==> src/rtl/core/audio_gain_with_fade_out_defines.svh <==
// Assertion macros for the audio gain block with fade-out.
// Included by the top level; depends on nothing else.
`ifndef AUDIO_GAIN_WITH_FADE_OUT_DEFINES_SVH
`define AUDIO_GAIN_WITH_FADE_OUT_DEFINES_SVH

// Same-cycle implication, checked on every rising edge outside reset.
`define GFO_ASSERT_IMPLY(lbl, clk, rst_n, ante, cons, msg) \
    lbl: assert property (@(posedge clk) disable iff (!rst_n) (ante) |-> (cons)) \
        else $error(msg);

// Next-cycle implication, checked on every rising edge outside reset.
`define GFO_ASSERT_NEXT(lbl, clk, rst_n, ante, cons, msg) \
    lbl: assert property (@(posedge clk) disable iff (!rst_n) (ante) |=> (cons)) \
        else $error(msg);

`endif

==> src/rtl/core/gfo_pkg.sv <==
// Shared types and constants of the audio gain block with fade-out.
// Used by the channel interfaces and by every RTL module; depends on nothing.
package gfo_pkg;

    localparam int SAMPLE_BITS    = 16;
    localparam int VOL_BITS       = 7;
    localparam int RATE_BITS      = 18;
    localparam int LEN_BITS       = 24;
    localparam int SCALE_BITS     = 9;
    localparam int FADE_BITS      = 11;
    localparam int FPROD_BITS     = SAMPLE_BITS + FADE_BITS;
    localparam int GAIN_SHIFT     = 8;

    localparam int CFG_INDEX_BITS = 4;
    localparam int CFG_DATA_BITS  = 24;

    localparam logic [CFG_INDEX_BITS-1:0] CFG_VOLUME = CFG_INDEX_BITS'(0);
    localparam logic [CFG_INDEX_BITS-1:0] CFG_RATE   = CFG_INDEX_BITS'(1);
    localparam logic [CFG_INDEX_BITS-1:0] CFG_LENGTH = CFG_INDEX_BITS'(2);
    localparam logic [CFG_INDEX_BITS-1:0] CFG_MODE   = CFG_INDEX_BITS'(3);

    localparam int FULL_VOLUME    = 100;

    // floor(v * 256 / 100) == (v * 10486) >> 12 for every 7-bit v.
    localparam int SCALE_RECIP    = 10486;
    localparam int SCALE_SHIFT    = 12;
    // floor(r / 200) == ((r >> 3) * 41944) >> 20 for every 18-bit r.
    localparam int FADE_PRESHIFT  = 3;
    localparam int FADE_RECIP     = 41944;
    localparam int FADE_SHIFT     = 20;

    localparam int VOLUME_RESET   = 80;
    localparam int RATE_RESET     = 44100;
    localparam int SCALE_RESET    = (VOLUME_RESET * 256) / 100;
    localparam int FADE_RESET     = (RATE_RESET * 5) / 1000;

    localparam int QUEUE_DEPTH    = 2;
    localparam int QPTR_BITS      = 1;
    localparam int QCNT_BITS      = 2;

    localparam int DIV_STEPS      = 16;
    localparam int DIV_CNT_BITS   = 4;

    typedef struct packed {
        logic [VOL_BITS-1:0]   volume;
        logic [SCALE_BITS-1:0] scale;
        logic [FADE_BITS-1:0]  fade_len;
        logic [LEN_BITS-1:0]   sound_len;
        logic                  mode;
    } t_cfg;

    typedef struct packed {
        logic signed [SAMPLE_BITS-1:0] sample;
        logic                          last;
        logic                          mute;
        logic                          scale;
        logic                          fade;
        logic [FADE_BITS-1:0]          samples_left;
    } t_job;

    typedef struct packed {
        logic                 full;
        logic                 empty;
        logic [QCNT_BITS-1:0] count;
    } t_queue_status;

    typedef struct packed {
        logic pop;
        logic busy;
    } t_back_status;

    typedef enum logic [2:0] {
        ST_IDLE,
        ST_GAIN,
        ST_FADE_MUL,
        ST_DIV,
        ST_DONE
    } t_back_state;

    function automatic logic [SCALE_BITS-1:0] scale_of(input logic [VOL_BITS-1:0] vol);
        logic [VOL_BITS+14-1:0] prod;
        prod = (VOL_BITS+14)'(vol) * (VOL_BITS+14)'(SCALE_RECIP);
        return SCALE_BITS'(prod >> SCALE_SHIFT);
    endfunction

    function automatic logic [FADE_BITS-1:0] fade_of(input logic [RATE_BITS-1:0] rate);
        logic [31:0] prod;
        prod = 32'(rate >> FADE_PRESHIFT) * 32'(FADE_RECIP);
        return FADE_BITS'(prod >> FADE_SHIFT);
    endfunction

endpackage

==> src/rtl/core/gfo_if.sv <==
// Channel interfaces of the audio gain block: sample input, sample output
// and configuration writes. Depends on gfo_pkg for the field widths.
interface gfo_in_if;
    logic                                   valid;
    logic                                   ready;
    logic signed [gfo_pkg::SAMPLE_BITS-1:0] in_sample;
    logic                                   first_of_sound;

    modport source (output valid, output in_sample, output first_of_sound, input ready);
    modport sink   (input valid, input in_sample, input first_of_sound, output ready);
endinterface

interface gfo_out_if;
    logic                                   valid;
    logic                                   ready;
    logic signed [gfo_pkg::SAMPLE_BITS-1:0] out_sample;
    logic                                   end_of_sound;

    modport source (output valid, output out_sample, output end_of_sound, input ready);
    modport sink   (input valid, input out_sample, input end_of_sound, output ready);
endinterface

interface gfo_cfg_if;
    logic                                 valid;
    logic                                 ready;
    logic [gfo_pkg::CFG_INDEX_BITS-1:0]   index;
    logic [gfo_pkg::CFG_DATA_BITS-1:0]    data;

    modport source (output valid, output index, output data, input ready);
    modport sink   (input valid, input index, input data, output ready);
endinterface

==> src/rtl/core/audio_gain_with_fade_out.sv <==
// Each accepted sample goes through the queue, the gain state of the back end and,
// when it fades, the fade multiply and the 16-step restoring divider by the fade
// length. The back end starts a new request only after its last result is loaded out.
// Reset is synchronous and active low: registers return to 80 percent volume,
// 44100 Hz, empty sound and mode set; the sample index clears to zero.
module audio_gain_with_fade_out #(
    parameter int INDEX_BITS = 24
) (
    input  logic       i_clk,
    input  logic       i_rst_n,
    gfo_in_if.sink     i_in,
    gfo_cfg_if.sink    i_cfg,
    gfo_out_if.source  o_out
);

`include "audio_gain_with_fade_out_defines.svh"

    // Configuration registers. The scale factor and the fade length are derived
    // when their source register is written, so their divisions need no divider on the sample path.
    gfo_pkg::t_cfg          r_cfg;

    // Handshake between the front end, the queue and the back end.
    logic                   w_push;
    gfo_pkg::t_job          w_push_job;
    gfo_pkg::t_job          w_pop_job;
    gfo_pkg::t_queue_status w_qstat;
    gfo_pkg::t_back_status  w_bstat;

    assign i_cfg.ready = 1'b1;

    // A write to an index past the register list is dropped.
    always_ff @(posedge i_clk) begin
        if (!i_rst_n) begin
            r_cfg.volume    <= gfo_pkg::VOL_BITS'(gfo_pkg::VOLUME_RESET);
            r_cfg.scale     <= gfo_pkg::SCALE_BITS'(gfo_pkg::SCALE_RESET);
            r_cfg.fade_len  <= gfo_pkg::FADE_BITS'(gfo_pkg::FADE_RESET);
            r_cfg.sound_len <= '0;
            r_cfg.mode      <= 1'b1;
        end else if (i_cfg.valid && i_cfg.ready) begin
            unique case (i_cfg.index)
                gfo_pkg::CFG_VOLUME: begin
                    r_cfg.volume <= i_cfg.data[gfo_pkg::VOL_BITS-1:0];
                    r_cfg.scale  <= gfo_pkg::scale_of(i_cfg.data[gfo_pkg::VOL_BITS-1:0]);
                end
                gfo_pkg::CFG_RATE: begin
                    r_cfg.fade_len <= gfo_pkg::fade_of(i_cfg.data[gfo_pkg::RATE_BITS-1:0]);
                end
                gfo_pkg::CFG_LENGTH: begin
                    r_cfg.sound_len <= i_cfg.data[gfo_pkg::LEN_BITS-1:0];
                end
                gfo_pkg::CFG_MODE: begin
                    r_cfg.mode <= i_cfg.data[0];
                end
                default: begin
                end
            endcase
        end
    end

    // The front end tracks the sample index and decides per sample whether it
    // is muted, scaled and faded, so the back end only does arithmetic.
    gfo_front #(
        .INDEX_BITS (INDEX_BITS)
    ) u_front (
        .i_clk    (i_clk),
        .i_rst_n  (i_rst_n),
        .i_in     (i_in),
        .i_cfg    (r_cfg),
        .i_q_full (w_qstat.full),
        .o_push   (w_push),
        .o_job    (w_push_job)
    );

    // The queue lets the front end keep taking samples while the divider runs.
    gfo_queue u_queue (
        .i_clk      (i_clk),
        .i_rst_n    (i_rst_n),
        .i_push     (w_push),
        .i_push_job (w_push_job),
        .i_pop      (w_bstat.pop),
        .o_pop_job  (w_pop_job),
        .o_status   (w_qstat)
    );

    // The back end owns the output register, so a finished result waiting on
    // the consumer does not stop the next request from starting.
    gfo_back u_back (
        .i_clk    (i_clk),
        .i_rst_n  (i_rst_n),
        .i_cfg    (r_cfg),
        .i_qstat  (w_qstat),
        .i_job    (w_pop_job),
        .o_status (w_bstat),
        .o_out    (o_out)
    );

    `GFO_ASSERT_IMPLY(a_queue_bound, i_clk, i_rst_n, 1'b1, w_qstat.count <= gfo_pkg::QCNT_BITS'(gfo_pkg::QUEUE_DEPTH), "queue holds more requests than its depth")
    `GFO_ASSERT_IMPLY(a_pop_nonempty, i_clk, i_rst_n, w_bstat.pop, !w_qstat.empty, "back end popped an empty queue")
    `GFO_ASSERT_IMPLY(a_full_stalls, i_clk, i_rst_n, w_qstat.full, !i_in.ready, "input ready while the queue is full")
    `GFO_ASSERT_NEXT(a_pop_starts, i_clk, i_rst_n, w_bstat.pop, w_bstat.busy, "popped request did not start in the back end")

endmodule

==> src/rtl/core/gfo_front.sv <==
// Front end: accepts samples, keeps the sample index and classifies each request.
// Depends on gfo_pkg and gfo_in_if.
module gfo_front #(
    parameter int INDEX_BITS = 24
) (
    input  logic           i_clk,
    input  logic           i_rst_n,
    gfo_in_if.sink         i_in,
    input  gfo_pkg::t_cfg  i_cfg,
    input  logic           i_q_full,
    output logic           o_push,
    output gfo_pkg::t_job  o_job
);

    localparam int CW = (INDEX_BITS > gfo_pkg::LEN_BITS) ? INDEX_BITS : gfo_pkg::LEN_BITS;

    logic [INDEX_BITS-1:0] r_sample_index;
    logic [INDEX_BITS-1:0] n_sample_index;
    logic [INDEX_BITS-1:0] w_idx;
    logic [CW-1:0]         w_idx_x;
    logic [CW-1:0]         w_tot_x;
    logic [CW-1:0]         w_fade_x;
    logic [CW-1:0]         w_samples_left;
    logic                  w_active;

    always_comb begin
        w_idx          = i_in.first_of_sound ? '0 : r_sample_index;
        w_idx_x        = CW'(w_idx);
        w_tot_x        = CW'(i_cfg.sound_len);
        w_fade_x       = CW'(i_cfg.fade_len);
        w_samples_left = w_tot_x - w_idx_x - CW'(1);
        w_active       = i_cfg.mode && (i_cfg.volume != '0);

        o_job.sample       = i_in.in_sample;
        o_job.last         = (w_tot_x != '0) && (w_idx_x == w_tot_x - CW'(1));
        o_job.mute         = i_cfg.mode && (i_cfg.volume == '0);
        o_job.scale        = w_active
                             && (i_cfg.volume < gfo_pkg::VOL_BITS'(gfo_pkg::FULL_VOLUME));
        o_job.fade         = w_active && (w_fade_x != '0) && (w_fade_x <= w_tot_x)
                             && (w_idx_x < w_tot_x) && (w_samples_left < w_fade_x);
        o_job.samples_left = gfo_pkg::FADE_BITS'(w_samples_left);

        // The index saturates at its largest value.
        n_sample_index = (w_idx != '1) ? w_idx + 1'b1 : w_idx;

        i_in.ready = !i_q_full;
        o_push     = i_in.valid && !i_q_full;
    end

    always_ff @(posedge i_clk) begin
        if (!i_rst_n) begin
            r_sample_index <= '0;
        end else if (o_push) begin
            r_sample_index <= n_sample_index;
        end
    end

endmodule

==> src/rtl/core/gfo_queue.sv <==
// Short request queue between the front end and the back end.
// Depends on gfo_pkg for the request type and the depth.
module gfo_queue (
    input  logic                   i_clk,
    input  logic                   i_rst_n,
    input  logic                   i_push,
    input  gfo_pkg::t_job          i_push_job,
    input  logic                   i_pop,
    output gfo_pkg::t_job          o_pop_job,
    output gfo_pkg::t_queue_status o_status
);

    gfo_pkg::t_job                    r_mem [gfo_pkg::QUEUE_DEPTH];
    logic [gfo_pkg::QPTR_BITS-1:0]    r_wr_ptr;
    logic [gfo_pkg::QPTR_BITS-1:0]    r_rd_ptr;
    logic [gfo_pkg::QCNT_BITS-1:0]    r_count;

    always_comb begin
        o_pop_job      = r_mem[r_rd_ptr];
        o_status.count = r_count;
        o_status.empty = (r_count == '0);
        o_status.full  = (r_count == gfo_pkg::QCNT_BITS'(gfo_pkg::QUEUE_DEPTH));
    end

    always_ff @(posedge i_clk) begin
        if (i_push) begin
            r_mem[r_wr_ptr] <= i_push_job;
        end
    end

    always_ff @(posedge i_clk) begin
        if (!i_rst_n) begin
            r_wr_ptr <= '0;
            r_rd_ptr <= '0;
            r_count  <= '0;
        end else begin
            if (i_push) begin
                r_wr_ptr <= r_wr_ptr + 1'b1;
            end
            if (i_pop) begin
                r_rd_ptr <= r_rd_ptr + 1'b1;
            end
            if (i_push && !i_pop) begin
                r_count <= r_count + 1'b1;
            end else if (i_pop && !i_push) begin
                r_count <= r_count - 1'b1;
            end
        end
    end

endmodule

==> src/rtl/core/gfo_back.sv <==
// Back end: volume multiply, fade multiply, 16-step divider and output register.
// Depends on gfo_pkg and gfo_out_if.
module gfo_back (
    input  logic                   i_clk,
    input  logic                   i_rst_n,
    input  gfo_pkg::t_cfg          i_cfg,
    input  gfo_pkg::t_queue_status i_qstat,
    input  gfo_pkg::t_job          i_job,
    output gfo_pkg::t_back_status  o_status,
    gfo_out_if.source              o_out
);

    localparam int SB = gfo_pkg::SAMPLE_BITS;
    localparam int FB = gfo_pkg::FADE_BITS;
    localparam int GB = SB + gfo_pkg::SCALE_BITS + 1;

    gfo_pkg::t_back_state          r_state;
    gfo_pkg::t_back_state          n_state;
    gfo_pkg::t_job                 r_job;
    logic signed [SB-1:0]          r_s;
    logic [FB-1:0]                 r_rem;
    logic [SB-1:0]                 r_dq;
    logic                          r_neg;
    logic [gfo_pkg::DIV_CNT_BITS-1:0] r_cnt;
    logic                          r_out_valid;
    logic signed [SB-1:0]          r_out_sample;
    logic                          r_out_last;

    logic                          w_pop;
    logic                          w_load_out;
    logic signed [GB-1:0]          w_gain_prod;
    logic signed [SB-1:0]          w_gain_s;
    logic [SB-1:0]                 w_mag;
    logic [gfo_pkg::FPROD_BITS-1:0] w_fprod;
    logic [FB:0]                   w_trial;
    logic                          w_ge;
    logic [FB-1:0]                 w_rem_next;
    logic signed [SB-1:0]          w_result;

    always_ff @(posedge i_clk) begin
        if (!i_rst_n) begin
            r_state <= gfo_pkg::ST_IDLE;
        end else begin
            r_state <= n_state;
        end
    end

    always_comb begin
        n_state    = r_state;
        w_pop      = 1'b0;
        w_load_out = 1'b0;
        unique case (r_state)
            gfo_pkg::ST_IDLE: begin
                if (!i_qstat.empty) begin
                    w_pop   = 1'b1;
                    n_state = gfo_pkg::ST_GAIN;
                end
            end
            gfo_pkg::ST_GAIN: begin
                n_state = r_job.fade ? gfo_pkg::ST_FADE_MUL : gfo_pkg::ST_DONE;
            end
            gfo_pkg::ST_FADE_MUL: begin
                n_state = gfo_pkg::ST_DIV;
            end
            gfo_pkg::ST_DIV: begin
                if (r_cnt == gfo_pkg::DIV_CNT_BITS'(gfo_pkg::DIV_STEPS - 1)) begin
                    n_state = gfo_pkg::ST_DONE;
                end
            end
            gfo_pkg::ST_DONE: begin
                if (!r_out_valid || o_out.ready) begin
                    w_load_out = 1'b1;
                    n_state    = gfo_pkg::ST_IDLE;
                end
            end
            default: begin
                n_state = gfo_pkg::ST_IDLE;
            end
        endcase
    end

    always_comb begin
        w_gain_prod = GB'(r_s) * $signed({1'b0, i_cfg.scale});
        w_gain_s    = SB'(w_gain_prod >>> gfo_pkg::GAIN_SHIFT);
        w_mag       = r_s[SB-1] ? SB'(-r_s) : SB'(r_s);
        w_fprod     = gfo_pkg::FPROD_BITS'(w_mag) * gfo_pkg::FPROD_BITS'(r_job.samples_left);
        w_trial     = {r_rem, r_dq[SB-1]};
        w_ge        = (w_trial >= {1'b0, i_cfg.fade_len});
        w_rem_next  = w_ge ? FB'(w_trial - {1'b0, i_cfg.fade_len}) : w_trial[FB-1:0];
        if (r_job.fade) begin
            w_result = r_neg ? -$signed(r_dq) : $signed(r_dq);
        end else begin
            w_result = r_s;
        end
    end

    always_ff @(posedge i_clk) begin
        unique case (r_state)
            gfo_pkg::ST_IDLE: begin
                if (w_pop) begin
                    r_job <= i_job;
                    r_s   <= i_job.sample;
                end
            end
            gfo_pkg::ST_GAIN: begin
                if (r_job.mute) begin
                    r_s <= '0;
                end else if (r_job.scale) begin
                    r_s <= w_gain_s;
                end
            end
            gfo_pkg::ST_FADE_MUL: begin
                r_neg <= r_s[SB-1];
                r_rem <= w_fprod[gfo_pkg::FPROD_BITS-1:SB];
                r_dq  <= w_fprod[SB-1:0];
                r_cnt <= '0;
            end
            gfo_pkg::ST_DIV: begin
                r_rem <= w_rem_next;
                r_dq  <= {r_dq[SB-2:0], w_ge};
                r_cnt <= r_cnt + 1'b1;
            end
            default: begin
            end
        endcase
    end

    always_ff @(posedge i_clk) begin
        if (!i_rst_n) begin
            r_out_valid <= 1'b0;
        end else if (w_load_out) begin
            r_out_valid <= 1'b1;
        end else if (o_out.ready) begin
            r_out_valid <= 1'b0;
        end
    end

    always_ff @(posedge i_clk) begin
        if (w_load_out) begin
            r_out_sample <= w_result;
            r_out_last   <= r_job.last;
        end
    end

    always_comb begin
        o_out.valid        = r_out_valid;
        o_out.out_sample   = r_out_sample;
        o_out.end_of_sound = r_out_last;
        o_status.pop       = w_pop;
        o_status.busy      = (r_state != gfo_pkg::ST_IDLE);
    end

endmodule
==> src/flat_wrapper.sv <==
// flat-port wrapper written by rule: the top's interface ports become plain ports
module audio_gain_with_fade_out_flat 
#(
    parameter int INDEX_BITS = 24
)
  (i_clk, i_rst_n, i_in_valid, i_in_in_sample, i_in_first_of_sound, i_in_ready, i_cfg_valid, i_cfg_index, i_cfg_data, i_cfg_ready, o_out_valid, o_out_out_sample, o_out_end_of_sound, o_out_ready);
  gfo_in_if i_in_i ();
  gfo_cfg_if i_cfg_i ();
  gfo_out_if o_out_i ();
  input  logic i_clk;
  input  logic i_rst_n;
  input wire logic [$bits(i_in_i.valid)-1:0] i_in_valid;
  input wire logic [$bits(i_in_i.in_sample)-1:0] i_in_in_sample;
  input wire logic [$bits(i_in_i.first_of_sound)-1:0] i_in_first_of_sound;
  output wire logic [$bits(i_in_i.ready)-1:0] i_in_ready;
  input wire logic [$bits(i_cfg_i.valid)-1:0] i_cfg_valid;
  input wire logic [$bits(i_cfg_i.index)-1:0] i_cfg_index;
  input wire logic [$bits(i_cfg_i.data)-1:0] i_cfg_data;
  output wire logic [$bits(i_cfg_i.ready)-1:0] i_cfg_ready;
  output wire logic [$bits(o_out_i.valid)-1:0] o_out_valid;
  output wire logic [$bits(o_out_i.out_sample)-1:0] o_out_out_sample;
  output wire logic [$bits(o_out_i.end_of_sound)-1:0] o_out_end_of_sound;
  input wire logic [$bits(o_out_i.ready)-1:0] o_out_ready;
  assign i_in_i.valid = i_in_valid;
  assign i_in_i.in_sample = i_in_in_sample;
  assign i_in_i.first_of_sound = i_in_first_of_sound;
  assign i_in_ready = i_in_i.ready;
  assign i_cfg_i.valid = i_cfg_valid;
  assign i_cfg_i.index = i_cfg_index;
  assign i_cfg_i.data = i_cfg_data;
  assign i_cfg_ready = i_cfg_i.ready;
  assign o_out_valid = o_out_i.valid;
  assign o_out_out_sample = o_out_i.out_sample;
  assign o_out_end_of_sound = o_out_i.end_of_sound;
  assign o_out_i.ready = o_out_ready;
  audio_gain_with_fade_out #(.INDEX_BITS(INDEX_BITS)) u_core (.i_clk(i_clk), .i_rst_n(i_rst_n), .i_in(i_in_i), .i_cfg(i_cfg_i), .o_out(o_out_i));
endmodule
==> config.mk <==
export PLATFORM = sky130hd
export DESIGN_NAME = audio_gain_with_fade_out_flat
export DESIGN_NICKNAME = d
export VERILOG_FILES = /design/src/rtl/core/gfo_pkg.sv /design/src/rtl/core/gfo_if.sv /design/src/rtl/core/audio_gain_with_fade_out.sv /design/src/rtl/core/gfo_front.sv /design/src/rtl/core/gfo_queue.sv /design/src/rtl/core/gfo_back.sv /design/src/flat_wrapper.sv
export VERILOG_INCLUDE_DIRS = /design/src /design/src/rtl/core
export SDC_FILE = /design/constraint.sdc
export NUM_CORES = 2
export LEC_CHECK = 0
export BUFFER_PORTS_ARGS = -buffer_cell sky130_fd_sc_hd__buf_2
export CAP_MARGIN = 10
export CELL_PAD_IN_SITES_DETAIL_PLACEMENT = 1
export CELL_PAD_IN_SITES_GLOBAL_PLACEMENT = 1
export CORE_UTILIZATION = 44
export DETAILED_ROUTE_END_ITERATION = 8
export GPL_TIMING_DRIVEN = 0
export PLACE_DENSITY_LB_ADDON = 0.1
export SLEW_MARGIN = 20
export SYNTH_ARGS = -nofsm -noshare
export SYNTH_HDL_FRONTEND = slang
export SYNTH_SLANG_ARGS = --single-unit
==> constraint.sdc <==
create_clock -name i_clk -period 7.79 [get_ports i_clk]
set_input_delay 0 -clock i_clk [delete_from_list [all_inputs] [get_ports i_clk]]
set_output_delay 0 -clock i_clk [all_outputs]
set_load 0.005 [all_outputs]
==> metrics.log <==
[metrics] outcome: finished, final reports clean
[metrics] share of synthesized cell area in and, or, nand and nor gates: 16.0%
[metrics] post-route worst setup slack: 227 ps
[metrics] post-layout minimum cycle time: 7560 ps
[metrics] global routing met3 resource utilization: 1.59%
[metrics] most congested layer reported by global routing: met2
[metrics] most instantiated cells after synthesis: sky130_fd_sc_hd__inv_1, sky130_fd_sc_hd__ha_1, sky130_fd_sc_hd__fa_1
[metrics] Hold Fails Final Rpt: 0
[metrics] total routed wirelength: 80.6 mm
[metrics] Post-Synthesis Net Count: 3758
[metrics] Max-Cap Viols: 0
[metrics] Worst Path Arrival: 7840 ps
[metrics] synthesized-area fraction occupied by xor and xnor cells: 4.71%
[metrics] Worst Path Max Fanout: 10
[metrics] Post-route DRC: 0
[metrics] cell chosen for the clock root: sky130_fd_sc_hd__clkbuf_16
[metrics] accumulated negative setup slack: 0 ps
[metrics] antenna violations before repair: 0
[metrics] sequential area share after synthesis: 21.2%
[metrics] count of vias placed by the detailed router: 21.6k
[metrics] Site Rows: 92
[metrics] Most used DFF post-synth: sky130_fd_sc_hd__edfxtp_1
[metrics] Clk pin slew, worst setup/hold paths: 80 ps
[metrics] # H-tree levels: 1
[metrics] initial standard-cell utilization of the core: 44.6%
[metrics] proportion of synthesized flip-flops having asynchronous set or reset: 0%
[metrics] number of top-level design ports: 70
[metrics] net count reported at finish: 3912
[metrics] critical path's largest stage delay: 590 ps
[metrics] number of distinct standard cells referenced by the synthesized netlist: 80
[metrics] final max-slew violation count: 0
[metrics] worst slack after detailed placement: -496 ps
[metrics] RSZ-0062 raised after global routing: yes
[metrics] Worst Path Class, Setup: reg2reg
[metrics] All-Layer GR Usage: 25.7%
[metrics] quantity of I/O buffers inserted on ports: 68
[metrics] share of the synthesized area in the top cell type: 23.2%
[metrics] multiplexer share of the synthesized area: 1.70%
[metrics] TritonCTS clock tree: done
[metrics] Yosys warnings: 0
[metrics] most used standard cell by instance count after synthesis: sky130_fd_sc_hd__inv_1
[metrics] setup violation total in the final timing report: 0
[metrics] slowest cell on the critical path: sky130_fd_sc_hd__or4_1
[metrics] count of mapped cells out of synthesis: 3036
[metrics] portion of the clock cycle consumed by the worst path in the final layout: 97.1%
[metrics] Post-Syn Area: 28100 um^2
[metrics] detailed-placement wirelength estimate: 66.1 mm
[metrics] area growth from synthesis to final layout: 10.7%
[metrics] number of global-route vias before repair: 24.2k
[metrics] slew margin rel.: 32.2%
[metrics] gate family responsible for the most delay along the worst path: adder cells
[metrics] latest clock arrival within the worst-skew pair: 560 ps
[metrics] iteration count of the initial detailed-routing pass: 4
[metrics] detailed-route wire length per cell: 19.9 um
[metrics] largest cells by area after synthesis: sky130_fd_sc_hd__fa_1, sky130_fd_sc_hd__ha_1, sky130_fd_sc_hd__edfxtp_1
[metrics] detail-routed via count per cell: 5.33
[metrics] path category of the worst min-delay check: in2reg
[metrics] clock tree sinks: 227
[metrics] Die Ht: 255 um
[metrics] die span in x: 255 um
[metrics] maximum number of pins on one net before global-route repair: 24
[metrics] slew at the pin closest to its max-slew limit: 1020 ps
[metrics] antenna violation net count after detailed routing: 0
[metrics] met1 track utilization from global routing: 32.3%
[metrics] TritonCTS buffer count: 27
[metrics] global-route wire length before repair: 130 mm
[metrics] fraction of the mapped netlist area in compound gates: 9.31%
[metrics] crit-path most repeated cell: sky130_fd_sc_hd__fa_1
[metrics] syn avg cell area: 9.26 um^2
[metrics] number of buffers and inverters on the critical path: 4
[metrics] Worst Setup End Kind: flip-flop
[metrics] global route total overflow: 0
[metrics] layout cell share with drive strength beyond 1: 5.79%
[metrics] WP data required: 8060 ps
[metrics] antenna cell count: 0
[metrics] cell type with the highest aggregate area in the netlist: sky130_fd_sc_hd__fa_1
[metrics] adder and majority gate portion of the synthesized area: 38.6%
[metrics] Startpoint Class: flip-flop
[metrics] Final GP Congestion: 0.888
[metrics] detailed router's first-iteration violation count: 836
[metrics] maximum buffer depth of the clock tree: 3
[metrics] global routing met2 resource utilization: 46.9%
[metrics] Highest Clock Rate: 0.132 GHz
[metrics] Core Footprint: 63100 um^2
[metrics] ordered list of cells on the worst path: or4_1 > or4_1 > nor4bb_1 > clkbuf_1 > nand2_1 > fa_1 > inv_1 > fa_1 > fa_1 > fa_1 > inv_1 > fa_1 > inv_1 > ha_1 > and4_1 > and3_1 > a21oi_1 > a31oi_2 > a21o_1 > a21oi_1 > xor2_1 > a21oi_1
[metrics] die area: 64900 um^2
[metrics] main combinational cell family by area after synthesis: adder cells
[metrics] Final Cell Area: 31100 um^2
[metrics] clock skew after layout: 19.1 ps
[metrics] flop and latch count out of synthesis: 227
[metrics] placed inst area: 29600 um^2
[metrics] EDFF count, synth: 142
[layout make-up]
cell class / count / area, um^2
Fill cell: 7353 / 32000
Buffer: 110 / 438
Sequential cell: 227 / 5970
Clock inverter: 18 / 189
Multi-Input combinational cell: 2183 / 19900
Tap cell: 846 / 1060
Timing Repair Buffer: 125 / 951
Clock buffer: 31 / 701
Inverter: 516 / 1940
[flip-flops by register name, summed over array words and instances (netlist names), named ones only]
register	count
u_core.u_back.o_out.valid	1
u_core.u_back.r_neg	1
u_core.u_back.o_out.end_of_sound	1
u_core.u_queue.r_rd_ptr	1
u_core.r_cfg	52
u_core.u_back.r_cnt	4
u_core.u_back.r_rem	11
u_core.u_back.r_s	16
u_core.u_queue.r_wr_ptr	1
u_core.u_back.r_state	3
u_core.u_back.r_job	15
u_core.u_front.r_sample_index	24
u_core.u_queue.r_mem	62
u_core.u_back.o_out.out_sample	16
u_core.u_queue.r_count	2
u_core.u_back.r_dq	16
[layer usage]
layer	vias up	wire length (um)
met1	11100	35200
met2	239	41000
met3	119	1340
met4	0	2940
met5	-	0
li1	10200	-
[path summary, 6_finish.rpt]
| path | cells past startpoint | endpoint | startpoint | slack (ps) |
|---|---|---|---|---|
| worst max-delay path | 22 | u_core.u_back.r_rem[8] | u_core.u_back.r_s[7] | 230 |
| worst min-delay path | 6 | u_core.r_cfg[34] | i_cfg_index[3] | 140 |
| worst min register to register | 0 | u_core.u_back.o_out.end_of_sound | u_core.u_back.r_job[14] | 420 |
| worst max register to register | 22 | u_core.u_back.r_rem[8] | u_core.u_back.r_s[7] | 230 |
[layout by cell type, fill, tap and decap left out, drive strengths merged, types with 22 or more instances in the layout]
master / count
a211oi: 22
a21o: 25
a21oi: 137
and2: 172
buf: 87
clkbuf: 130
dfxtp: 85
dlygate4sd3: 49
edfxtp: 142
fa: 326
ha: 346
inv: 519
mux2: 23
mux2i: 22
nand2: 312
nand2b: 46
nand3: 44
nand4: 22
nor2: 129
nor2b: 51
nor3: 41
o21ai: 91
xnor2: 100
xor2: 51
[worst reg2reg max path, cell delays in order, from the launching register on]
cell and delay (ps):
sky130_fd_sc_hd__edfxtp_1 500, sky130_fd_sc_hd__or4_1 590, sky130_fd_sc_hd__or4_1 480, sky130_fd_sc_hd__nor4bb_1 580, sky130_fd_sc_hd__clkbuf_1 440, sky130_fd_sc_hd__nand2_1 130, sky130_fd_sc_hd__fa_1 510, sky130_fd_sc_hd__inv_1 50
sky130_fd_sc_hd__fa_1 520, sky130_fd_sc_hd__fa_1 440, sky130_fd_sc_hd__fa_1 540, sky130_fd_sc_hd__inv_1 50, sky130_fd_sc_hd__fa_1 520, sky130_fd_sc_hd__inv_1 40, sky130_fd_sc_hd__ha_1 360, sky130_fd_sc_hd__and4_1 240
sky130_fd_sc_hd__and3_1 190, sky130_fd_sc_hd__a21oi_1 230, sky130_fd_sc_hd__a31oi_2 190, sky130_fd_sc_hd__a21o_1 210, sky130_fd_sc_hd__a21oi_1 170, sky130_fd_sc_hd__xor2_1 180, sky130_fd_sc_hd__a21oi_1 90
[cell families after synthesis]
| kind of cell | Yosys count |
|---|---|
| mux | 45 |
| other cells | 1 |
| buf+inv | 626 |
| flops | 227 |
| fa+ha+maj | 672 |
| simple gates | 899 |
| xor+xnor | 151 |
| compound gates | 415 |
[through the flow]
step	util [%]	hold WS, ps	cells
finish	49.3	143	4056
global route	49.3	148	4056
CTS	49.2	81.9	4051
detailed placement	46.9	193	3953
global placement	46.8	191	3950
floorplan	-	98.9	3036
[what timing repair did]
action | 4_1_cts | 5_1_grt
endpoints found under the setup margin | 9 | 8
cloned | 0 | 0
resized for setup | 13 | 20
setup buffers | 0 | 5
pin swaps | 0 | 2
endpoints found under the hold margin | 69 | 0
hold buffers | 49 | 0
Power is not shown: default switching activity piles up to over one toggle a cycle in this logic, so the estimate is an artifact.
